==> config.mk <==
export PLATFORM = sky130hd
export DESIGN_NAME = lru_column_cache_manager_top
export DESIGN_NICKNAME = d
export VERILOG_FILES = /design/src/sv/lruc_pkg.sv /design/src/sv/lruc_ctrl.sv /design/src/sv/lruc_dpath.sv /design/src/sv/lru_column_cache_manager_top.sv
export SDC_FILE = /design/constraint.sdc
export NUM_CORES = 2
export LEC_CHECK = 0
export ABC_CLOCK_PERIOD_IN_PS = 13500
export BUFFER_PORTS_ARGS = -buffer_cell sky130_fd_sc_hd__buf_2
export CORE_UTILIZATION = 25
export CTS_CLUSTER_SIZE = 30
export DETAILED_ROUTE_END_ITERATION = 8
export SYNTH_ARGS = -nofsm -noshare
export SYNTH_HDL_FRONTEND = slang
export SYNTH_SLANG_ARGS = --single-unit
export TNS_END_PERCENT = 50
==> constraint.sdc <==
create_clock -name clk -period 13.5 [get_ports clk]
set_input_delay 1.35 -clock clk [delete_from_list [all_inputs] [get_ports clk]]
set_output_delay 1.35 -clock clk [all_outputs]
set_load 0.005 [all_outputs]
==> src/sv/lruc_pkg.sv <==
// ----------------------------------------------------------------------------
// lruc_pkg
// Shared types and codes of the LRU column cache manager.
// ----------------------------------------------------------------------------
package lruc_pkg;

    localparam logic       CMD_GET  = 1'b0;
    localparam logic       CMD_SWAP = 1'b1;

    localparam logic [1:0] KIND_GET_DONE  = 2'd0;
    localparam logic [1:0] KIND_EVICTED   = 2'd1;
    localparam logic [1:0] KIND_SWAP_ELEM = 2'd2;
    localparam logic [1:0] KIND_SWAP_DONE = 2'd3;

    localparam logic [23:0] BUDGET_RESET = 24'd65536;

    typedef enum logic [3:0] {
        OP_NONE,
        OP_LOAD,
        OP_GET_ERR,
        OP_GET_BEGIN,
        OP_EVICT,
        OP_GROW,
        OP_GET_END,
        OP_SWAP_BAD,
        OP_UNLINK_A,
        OP_UNLINK_B,
        OP_XCH,
        OP_APPEND_A,
        OP_APPEND_B,
        OP_WALK_INIT,
        OP_WALK_STEP,
        OP_SWAP_END
    } dp_op_t;

    typedef struct packed {
        dp_op_t op;
    } dp_cmd_t;

    typedef struct packed {
        logic a_oor;
        logic b_oor;
        logic ab_eq;
        logic grow;
        logic short_free;
        logic list_empty;
        logic walk_end;
    } dp_status_t;

endpackage

==> src/sv/lruc_ctrl.sv <==
// ----------------------------------------------------------------------------
// lruc_ctrl
// Sequencer that steps the datapath through a get or a swap transaction.
// ----------------------------------------------------------------------------
module lruc_ctrl (
    input  logic                 clk,
    input  logic                 rst_n,
    input  logic                 start,
    input  logic                 cmd,
    input  lruc_pkg::dp_status_t status,
    output lruc_pkg::dp_cmd_t    dp_cmd,
    output logic                 busy
);

    typedef enum logic [3:0] {
        ST_IDLE,
        ST_G_BEGIN,
        ST_G_EVICT,
        ST_G_END,
        ST_S_BEGIN,
        ST_S_UNB,
        ST_S_XCH,
        ST_S_APA,
        ST_S_APB,
        ST_S_WINIT,
        ST_S_WALK
    } state_t;

    state_t state_reg;
    state_t state_next;
    logic   busy_reg;

    always_comb
    begin
        state_next = state_reg;
        dp_cmd.op  = lruc_pkg::OP_NONE;
        unique case (state_reg)
            ST_IDLE:
            begin
                if (start)
                begin
                    dp_cmd.op  = lruc_pkg::OP_LOAD;
                    state_next = (cmd == lruc_pkg::CMD_SWAP) ? ST_S_BEGIN : ST_G_BEGIN;
                end
            end
            ST_G_BEGIN:
            begin
                if (status.a_oor)
                begin
                    dp_cmd.op  = lruc_pkg::OP_GET_ERR;
                    state_next = ST_IDLE;
                end
                else
                begin
                    dp_cmd.op  = lruc_pkg::OP_GET_BEGIN;
                    state_next = ST_G_EVICT;
                end
            end
            ST_G_EVICT:
            begin
                // evict from the least-recent end until the growth fits or the list is empty
                if (status.grow && status.short_free && !status.list_empty)
                begin
                    dp_cmd.op = lruc_pkg::OP_EVICT;
                end
                else
                begin
                    dp_cmd.op  = lruc_pkg::OP_GROW;
                    state_next = ST_G_END;
                end
            end
            ST_G_END:
            begin
                dp_cmd.op  = lruc_pkg::OP_GET_END;
                state_next = ST_IDLE;
            end
            ST_S_BEGIN:
            begin
                if (status.a_oor || status.b_oor || status.ab_eq)
                begin
                    dp_cmd.op  = lruc_pkg::OP_SWAP_BAD;
                    state_next = ST_IDLE;
                end
                else
                begin
                    dp_cmd.op  = lruc_pkg::OP_UNLINK_A;
                    state_next = ST_S_UNB;
                end
            end
            ST_S_UNB:
            begin
                dp_cmd.op  = lruc_pkg::OP_UNLINK_B;
                state_next = ST_S_XCH;
            end
            ST_S_XCH:
            begin
                dp_cmd.op  = lruc_pkg::OP_XCH;
                state_next = ST_S_APA;
            end
            ST_S_APA:
            begin
                dp_cmd.op  = lruc_pkg::OP_APPEND_A;
                state_next = ST_S_APB;
            end
            ST_S_APB:
            begin
                dp_cmd.op  = lruc_pkg::OP_APPEND_B;
                state_next = ST_S_WINIT;
            end
            ST_S_WINIT:
            begin
                dp_cmd.op  = lruc_pkg::OP_WALK_INIT;
                state_next = ST_S_WALK;
            end
            ST_S_WALK:
            begin
                if (status.walk_end)
                begin
                    dp_cmd.op  = lruc_pkg::OP_SWAP_END;
                    state_next = ST_IDLE;
                end
                else
                begin
                    dp_cmd.op = lruc_pkg::OP_WALK_STEP;
                end
            end
            default:
            begin
                state_next = ST_IDLE;
            end
        endcase
    end

    always_ff @(posedge clk or negedge rst_n)
    begin
        if (!rst_n)
        begin
            state_reg <= ST_IDLE;
            busy_reg  <= 1'b0;
        end
        else
        begin
            state_reg <= state_next;
            busy_reg  <= (state_next != ST_IDLE);
        end
    end

    assign busy = busy_reg;

endmodule

==> src/sv/lruc_dpath.sv <==
// ----------------------------------------------------------------------------
// lruc_dpath
// Entry lengths, LRU list pointers, free-word count and result register.
// ----------------------------------------------------------------------------
module lruc_dpath #(
    parameter int NUM_ENTRIES = 32
) (
    input  logic                 clk,
    input  logic                 rst_n,
    input  lruc_pkg::dp_cmd_t    dp_cmd,
    output lruc_pkg::dp_status_t status,
    input  logic                 cmd,
    input  logic [4:0]           entry_a,
    input  logic [4:0]           entry_b,
    input  logic [15:0]          request_len,
    input  logic                 budget_we,
    input  logic [23:0]          budget_wdata,
    output logic                 result_valid,
    output logic [1:0]           kind,
    output logic [4:0]           entry,
    output logic [15:0]          filled_len,
    output logic [15:0]          new_len,
    output logic                 error,
    output logic                 last
);

    localparam int PW = $clog2(NUM_ENTRIES + 1);
    localparam int IW = $clog2(NUM_ENTRIES);
    localparam logic [PW-1:0] HEAD = PW'(NUM_ENTRIES);
    localparam logic [6:0]    NUM_W = 7'(NUM_ENTRIES);

    typedef logic [PW-1:0] node_t;

    logic [15:0] len_reg [NUM_ENTRIES];
    node_t       nxt_reg [NUM_ENTRIES];
    node_t       prv_reg [NUM_ENTRIES];
    node_t       head_next_reg;
    node_t       head_prev_reg;
    node_t       walk_reg;
    logic [23:0] free_reg;
    logic [4:0]  a_reg;
    logic [4:0]  b_reg;
    logic [15:0] want_reg;
    logic [15:0] old_reg;
    logic [15:0] la_reg;
    logic [15:0] lb_reg;
    logic        err_reg;

    logic        valid_reg;
    logic [1:0]  kind_reg;
    logic [4:0]  entry_reg;
    logic [15:0] filled_reg;
    logic [15:0] newlen_reg;
    logic        error_reg;
    logic        last_reg;

    lruc_pkg::dp_op_t op;
    node_t       node_a;
    node_t       node_b;
    node_t       rd_node;
    logic [15:0] rd_len;
    node_t       rd_nxt;
    node_t       rd_prv;
    logic [15:0] more;
    logic [4:0]  lo;
    logic [4:0]  hi;
    logic        walk_hit;
    logic        walk_drop;
    logic        do_unlink;
    logic        do_append;
    node_t       app_node;

    logic        nw0_en;
    node_t       nw0_addr;
    node_t       nw0_data;
    logic        nw1_en;
    logic        pw0_en;
    node_t       pw0_addr;
    node_t       pw0_data;
    logic        pw1_en;

    assign op     = dp_cmd.op;
    assign node_a = PW'(a_reg);
    assign node_b = PW'(b_reg);
    assign more   = want_reg - old_reg;
    assign lo     = (a_reg < b_reg) ? a_reg : b_reg;
    assign hi     = (a_reg < b_reg) ? b_reg : a_reg;

    always_comb
    begin
        unique case (op)
            lruc_pkg::OP_UNLINK_B:  rd_node = node_b;
            lruc_pkg::OP_EVICT:     rd_node = head_next_reg;
            lruc_pkg::OP_WALK_STEP: rd_node = walk_reg;
            default:                rd_node = node_a;
        endcase
    end

    assign rd_len    = len_reg[rd_node[IW-1:0]];
    assign rd_nxt    = nxt_reg[rd_node[IW-1:0]];
    assign rd_prv    = prv_reg[rd_node[IW-1:0]];
    assign walk_hit  = rd_len > 16'(lo);
    assign walk_drop = walk_hit && !(rd_len > 16'(hi));

    always_comb
    begin
        do_unlink = 1'b0;
        do_append = 1'b0;
        app_node  = node_a;
        unique case (op)
            lruc_pkg::OP_GET_BEGIN,
            lruc_pkg::OP_UNLINK_A,
            lruc_pkg::OP_UNLINK_B:  do_unlink = (rd_len != 16'd0);
            lruc_pkg::OP_EVICT:     do_unlink = 1'b1;
            lruc_pkg::OP_WALK_STEP: do_unlink = walk_drop;
            lruc_pkg::OP_GET_END:   do_append = (rd_len != 16'd0);
            lruc_pkg::OP_APPEND_A:  do_append = (lb_reg != 16'd0);
            lruc_pkg::OP_APPEND_B:
            begin
                do_append = (la_reg != 16'd0);
                app_node  = node_b;
            end
            default:
            begin
                do_unlink = 1'b0;
            end
        endcase
    end

    // Unlink: next[prev]=next, prev[next]=prev.
    // Append: next[n]=HEAD, next[tail]=n, prev[n]=tail, prev[HEAD]=n.
    always_comb
    begin
        nw0_en   = do_unlink || do_append;
        nw0_addr = do_append ? app_node : rd_prv;
        nw0_data = do_append ? HEAD : rd_nxt;
        nw1_en   = do_append;
        pw0_en   = do_unlink || do_append;
        pw0_addr = do_append ? app_node : rd_nxt;
        pw0_data = do_append ? head_prev_reg : rd_prv;
        pw1_en   = do_append;
    end

    always_ff @(posedge clk or negedge rst_n)
    begin
        if (!rst_n)
        begin
            free_reg      <= lruc_pkg::BUDGET_RESET;
            head_next_reg <= HEAD;
            head_prev_reg <= HEAD;
            valid_reg     <= 1'b0;
            for (int k = 0; k < NUM_ENTRIES; k++)
            begin
                len_reg[k] <= 16'd0;
            end
        end
        else if (budget_we)
        begin
            free_reg      <= budget_wdata;
            head_next_reg <= HEAD;
            head_prev_reg <= HEAD;
            valid_reg     <= 1'b0;
            for (int k = 0; k < NUM_ENTRIES; k++)
            begin
                len_reg[k] <= 16'd0;
            end
        end
        else
        begin
            valid_reg <= 1'b0;

            if (nw0_en)
            begin
                if (nw0_addr == HEAD)
                    head_next_reg <= nw0_data;
                else
                    nxt_reg[nw0_addr[IW-1:0]] <= nw0_data;
            end
            if (nw1_en)
            begin
                if (head_prev_reg == HEAD)
                    head_next_reg <= app_node;
                else
                    nxt_reg[head_prev_reg[IW-1:0]] <= app_node;
            end
            if (pw0_en)
            begin
                if (pw0_addr == HEAD)
                    head_prev_reg <= pw0_data;
                else
                    prv_reg[pw0_addr[IW-1:0]] <= pw0_data;
            end
            if (pw1_en)
            begin
                head_prev_reg <= app_node;
            end

            unique case (op)
                lruc_pkg::OP_LOAD:
                begin
                    a_reg    <= entry_a;
                    b_reg    <= (cmd == lruc_pkg::CMD_SWAP) ? entry_b : entry_a;
                    want_reg <= request_len;
                end
                lruc_pkg::OP_GET_ERR:
                begin
                    valid_reg  <= 1'b1;
                    kind_reg   <= lruc_pkg::KIND_GET_DONE;
                    entry_reg  <= a_reg;
                    filled_reg <= 16'd0;
                    newlen_reg <= 16'd0;
                    error_reg  <= 1'b1;
                    last_reg   <= 1'b1;
                end
                lruc_pkg::OP_GET_BEGIN:
                begin
                    old_reg <= rd_len;
                    err_reg <= 1'b0;
                end
                lruc_pkg::OP_EVICT:
                begin
                    len_reg[rd_node[IW-1:0]] <= 16'd0;
                    free_reg   <= free_reg + 24'(rd_len);
                    valid_reg  <= 1'b1;
                    kind_reg   <= lruc_pkg::KIND_EVICTED;
                    entry_reg  <= 5'(rd_node);
                    filled_reg <= 16'd0;
                    newlen_reg <= rd_len;
                    error_reg  <= 1'b0;
                    last_reg   <= 1'b0;
                end
                lruc_pkg::OP_GROW:
                begin
                    if (want_reg > old_reg)
                    begin
                        if (free_reg < 24'(more))
                        begin
                            err_reg <= 1'b1;
                        end
                        else
                        begin
                            free_reg <= free_reg - 24'(more);
                            len_reg[node_a[IW-1:0]] <= want_reg;
                        end
                    end
                end
                lruc_pkg::OP_GET_END:
                begin
                    valid_reg  <= 1'b1;
                    kind_reg   <= lruc_pkg::KIND_GET_DONE;
                    entry_reg  <= a_reg;
                    filled_reg <= (old_reg < want_reg) ? old_reg : want_reg;
                    newlen_reg <= rd_len;
                    error_reg  <= err_reg;
                    last_reg   <= 1'b1;
                end
                lruc_pkg::OP_SWAP_BAD:
                begin
                    valid_reg  <= 1'b1;
                    kind_reg   <= lruc_pkg::KIND_SWAP_DONE;
                    entry_reg  <= a_reg;
                    filled_reg <= 16'd0;
                    newlen_reg <= 16'd0;
                    error_reg  <= status.a_oor || status.b_oor;
                    last_reg   <= 1'b1;
                end
                lruc_pkg::OP_UNLINK_A:
                begin
                    la_reg <= rd_len;
                end
                lruc_pkg::OP_UNLINK_B:
                begin
                    lb_reg <= rd_len;
                end
                lruc_pkg::OP_XCH:
                begin
                    len_reg[node_a[IW-1:0]] <= lb_reg;
                    len_reg[node_b[IW-1:0]] <= la_reg;
                end
                lruc_pkg::OP_WALK_INIT:
                begin
                    walk_reg <= head_next_reg;
                end
                lruc_pkg::OP_WALK_STEP:
                begin
                    walk_reg <= rd_nxt;
                    if (walk_hit)
                    begin
                        valid_reg  <= 1'b1;
                        entry_reg  <= 5'(rd_node);
                        filled_reg <= 16'd0;
                        newlen_reg <= rd_len;
                        error_reg  <= 1'b0;
                        last_reg   <= 1'b0;
                        if (walk_drop)
                        begin
                            kind_reg <= lruc_pkg::KIND_EVICTED;
                            len_reg[rd_node[IW-1:0]] <= 16'd0;
                            free_reg <= free_reg + 24'(rd_len);
                        end
                        else
                        begin
                            kind_reg <= lruc_pkg::KIND_SWAP_ELEM;
                        end
                    end
                end
                lruc_pkg::OP_SWAP_END:
                begin
                    valid_reg  <= 1'b1;
                    kind_reg   <= lruc_pkg::KIND_SWAP_DONE;
                    entry_reg  <= a_reg;
                    filled_reg <= 16'd0;
                    newlen_reg <= 16'd0;
                    error_reg  <= 1'b0;
                    last_reg   <= 1'b1;
                end
                default:
                begin
                    valid_reg <= 1'b0;
                end
            endcase
        end
    end

    assign status.a_oor      = {2'b00, a_reg} >= NUM_W;
    assign status.b_oor      = {2'b00, b_reg} >= NUM_W;
    assign status.ab_eq      = (a_reg == b_reg);
    assign status.grow       = (want_reg > old_reg);
    assign status.short_free = (free_reg < 24'(more));
    assign status.list_empty = (head_next_reg == HEAD);
    assign status.walk_end   = (walk_reg == HEAD);

    assign result_valid = valid_reg;
    assign kind         = kind_reg;
    assign entry        = entry_reg;
    assign filled_len   = filled_reg;
    assign new_len      = newlen_reg;
    assign error        = error_reg;
    assign last         = last_reg;

endmodule

==> src/sv/lru_column_cache_manager_top.sv <==
// ----------------------------------------------------------------------------
// lru_column_cache_manager_top
// LRU bookkeeping for variable-length columns sharing a word budget.
// ----------------------------------------------------------------------------
// Pulse start while busy is low to issue a transaction (get or swap); the
// fields are sampled on that edge. Results come out one per cycle at most,
// each flagged by result_valid for exactly one cycle, and the receiver cannot
// stall them: capture every result_valid cycle. The final result of a
// transaction has last set, and busy drops in that same cycle, so the next
// start may be taken right then. A get evicts entries one at a time before
// its result, and a swap walks every entry in the LRU list; an out-of-range
// get or a bad swap skips those steps. The walk follows one list pointer per
// cycle through the single read port of the pointer arrays. Writing budget_we
// empties the cache and loads the new budget as free words; write it only
// while busy is low and no result is pending.
module lru_column_cache_manager_top #(
    parameter int NUM_ENTRIES = 32
) (
    input  logic        clk,
    input  logic        rst_n,
    input  logic        start,
    output logic        busy,
    input  logic        cmd,
    input  logic [4:0]  entry_a,
    input  logic [4:0]  entry_b,
    input  logic [15:0] request_len,
    input  logic        budget_we,
    input  logic [23:0] budget_wdata,
    output logic        result_valid,
    output logic [1:0]  kind,
    output logic [4:0]  entry,
    output logic [15:0] filled_len,
    output logic [15:0] new_len,
    output logic        error,
    output logic        last
);

    lruc_pkg::dp_cmd_t    dp_cmd;
    lruc_pkg::dp_status_t dp_status;

    // Sequence each transaction; one datapath step per cycle.
    lruc_ctrl u_ctrl (
        .clk    (clk),
        .rst_n  (rst_n),
        .start  (start),
        .cmd    (cmd),
        .status (dp_status),
        .dp_cmd (dp_cmd),
        .busy   (busy)
    );

    // Hold lengths, list links, free words; drive the result register.
    lruc_dpath #(
        .NUM_ENTRIES (NUM_ENTRIES)
    ) u_dpath (
        .clk          (clk),
        .rst_n        (rst_n),
        .dp_cmd       (dp_cmd),
        .status       (dp_status),
        .cmd          (cmd),
        .entry_a      (entry_a),
        .entry_b      (entry_b),
        .request_len  (request_len),
        .budget_we    (budget_we),
        .budget_wdata (budget_wdata),
        .result_valid (result_valid),
        .kind         (kind),
        .entry        (entry),
        .filled_len   (filled_len),
        .new_len      (new_len),
        .error        (error),
        .last         (last)
    );

endmodule

==> results by group <==
Pwr
  – Power share of the combinational group: 0.483
  – PwrDens: 190 nW/um^2
  – Sequential power share: 0.270
  – Internal cell power: 7.62 mW
  – VDD IR max: 0.251 mV
  – Sw Pwr: 7.27 mW
  – Sw Ratio: 0.488
  – Clk pwr share: 0.247
  – P_leak: 31.3 nW

Critical path
  – Worst Path Buf+Inv: 4
  – CP Max Fanout: 20
  – Critical Path AT: 13.34 ns
  – Critical Path RT: 14.17 ns
  – Slowest-stage cell, CP: nor4_2
  – Critical path's top delay family: compound AO/OA/AOI/OAI gates
  – Startpoint class of the critical path: flop
  – Most common cell on crit path: a21oi_1
  – Critical path class: reg2reg
  – Worst R2R Setup Slack: 0.84 ns
  – CP endpoint kind: flop
  – Reg2Reg Depth: 44
  – R2R Path Start: u_dpath.old_reg[1]
  – Worst path max stage delay: 1.12 ns
  – Reg-to-Reg End: u_dpath.len_reg[336]

Yosys
  – Async SR Flop Fraction: 0.523
  – Post-synthesis cell count: 8,549
  – Post-synth top flop: dfrtp_1
  – Top-count cell post-synth: nand2_1
  – YS warnings: 0
  – Synthesized flop and latch total: 1,060
  – Post-synth EDFFs: 474
  – Cell taking the most area after synthesis: edfxtp_1
  – Sequential share of the synthesized area: 0.410
  – Syn_area_per_cell: 8.20 um^2
  – Synth top area share: 0.203
  – Synth area leaders: edfxtp_1 (20%), dfrtp_1 (20%), a21oi_1 (8.8%), nand2_1 (7.4%), o22ai_1 (6.5%)
  – Mapped cell area: 70,100 um^2
  – Net Count, Synth: 8,670
  – Synth top cells by count: nand2_1 (1,386), a21oi_1 (1,236), o22ai_1 (726)
  – Yosys cell types: 104

Placed design
  – DPL Wire Length: 183,000 um
  – Post-place setup slack: 1.57 ns
  – Placed Area: 74,100 um^2
  – DP Cell Count: 11,700
  – # port buffers: 97
  – RePlAce Congestion: 0.955

Die
  – Die area: 282,000 um^2
  – Top-level I/O count: 98
  – Die width: 531 um
  – Initial core utilization: 0.251
  – Die extent in y: 531 um
  – Total core area: 279,000 um^2
  – Row count: 194

Finish
  – Layout Nets: 8,212
  – Share of layout cells above drive strength 1: 0.0872
  – Layout Cells excl Fill: 11,900
  – Post-route cell area: 78,500 um^2
  – Synth-to-Final Area Change: 12.0%
  – Flip-flop count of the largest register after layout: 512
  – Utilization after layout: 0.281

Timing
  – Unrepaired setup endpoints after global routing: no
  – Fin crit share: 0.938
  – Hold Fails Final Rpt: 0
  – F_max: 0.0790 GHz
  – Final slew viol count: 0
  – Worst slew pin tran: 1.44 ns
  – Setup TNS: 0 ns
  – Worst rel slew slack: 0.0360
  – Post-layout minimum cycle time: 12.66 ns
  – Clock skew: 0.0456 ns
  – Final worst slack: 0.836 ns
  – Final setup vio count: 0

Clock network
  – CTS tree: done
  – Clock Latency Late Sink: 0.83 ns
  – # hold bufs at CTS: 0
  – TritonCTS Buffers: 130
  – Root buf cell: clkbuf_16
  – Post-CTS Setup Bufs: 0
  – Clock buffer depth: 3
  – Total clock sinks: 1,060
  – H-tree Lvls: 4
  – PostCTS Resize Cnt: 0
  – Clk slew on worst S/H paths: 0.06 ns

Drt
  – Drt first pass iters: 9
  – Routed wire per std cell: 26.2 um
  – Starting DRC count in detailed routing: 11,300
  – Drt via density: 5.96
  – Total wire length: 312,000 um
  – # DRC: 0
  – ANT nets after route: 0
  – Via Count: 71,100

Global route
  – Largest net degree at the start of global routing: 194
  – Overflow after GRT: 0
  – Vias in the first global route: 64,500
  – Initial antenna violation count: 12
  – Gr usage total: 0.210
  – First-pass GRT wire length: 451,000 um

Worst hold path
  – Worst hold stages: 2
  – HP Class: reg2reg
  – Hold Startpoint: u_dpath.nxt_reg[29][5]
  – Hold endpoint: u_dpath.nxt_reg[29][5]

Flow run
  – Max-cap violation count: 0

Run status
  – Status: finished clean
## layout by cell type, fill, tap and decap left out, types with 106 or more instances in the layout
cell,netlist,layout
a21oi_1,1236,1231
o22ai_1,726,725
clkbuf_16,0,131
mux2i_1,111,106
nor2_1,234,209
nand3_1,184,184
dfrtp_1,551,551
nand2_1,1386,1383
buf_4,17,237
o21ai_0,626,619
nor2b_1,527,523
edfxtp_1,474,474
a22o_1,516,516
## power groups by stage
stage	clock [mW]	combinational, mW	sequential, mW
global placement	0	6.87	4.07
finish	3.68	7.19	4.02
CTS	3.69	6.90	4.01
floorplan	0	3.89	4.01
detailed placement	0	6.89	4.07
global route	3.81	7.37	4.03
## through the flow
stage	power [mW]	hold WS, ns
2_1_floorplan	7.90	0.437
3_3_place_gp	10.9	0.445
3_5_place_dp	11.0	0.450
4_1_cts	14.6	0.459
5_1_grt	15.2	0.477
6_report	14.9	0.461
## worst reg2reg max path, delay by kind of cell, from the launching register on
kind,cells,cell delay [ns]
AND/OR/NAND/NOR,9,3.18
adder cells (fa/ha/maj),3,0.85
AO/OA/AOI/OAI,27,6.74
XOR/XNOR,1,0.20
buffers and inverters,4,1.15
flip-flops,1,0.40
## worst max path at each step
stage	to	cells after the start	slack, ns	from
floorplan	u_dpath.free_reg[20]	55	3.82	u_dpath.want_reg[0]
global placement	u_dpath.prv_reg[25][0]	45	1.47	u_dpath.old_reg[1]
detailed placement	u_dpath.prv_reg[1][0]	45	1.57	u_dpath.old_reg[1]
CTS	u_dpath.prv_reg[1][1]	45	1.52	u_dpath.old_reg[1]
global route	u_dpath.prv_reg[1][1]	45	0.50	u_dpath.old_reg[1]
finish	u_dpath.len_reg[336]	44	0.84	u_dpath.old_reg[1]
## metal layers
metal  routed length (um)  GRT usage  vias up
met4                20600      0.125       14
li1                     -          -    30600
met3                40500     0.0582     1026
met1               122000      0.279    34300
met5                   98          0        -
met2               130000      0.302     5069
## cell families after synthesis
group,share of synthesized area
AOI/OAI and AO/OA,0.311
xor gates and xnor gates,0.00475
DFF,0.410
muxes,0.0218
buffers and inverters,0.0589
adders and majority gates,0.0121
and+or+nand+nor,0.181
## final cells by class
cell class                      instances  area, um^2
Clock buffer                          177        3590
Antenna cell                            3        7.51
Tap cell                             3724        4660
Inverter                               96         370
Clock inverter                         59         757
Sequential cell                      1060       28700
Multi-Input combinational cell       6457       37800
Fill cell                           29800      201000
Timing Repair Buffer                  346        2510
No activity file was read; power rests on OpenSTA's default activity.
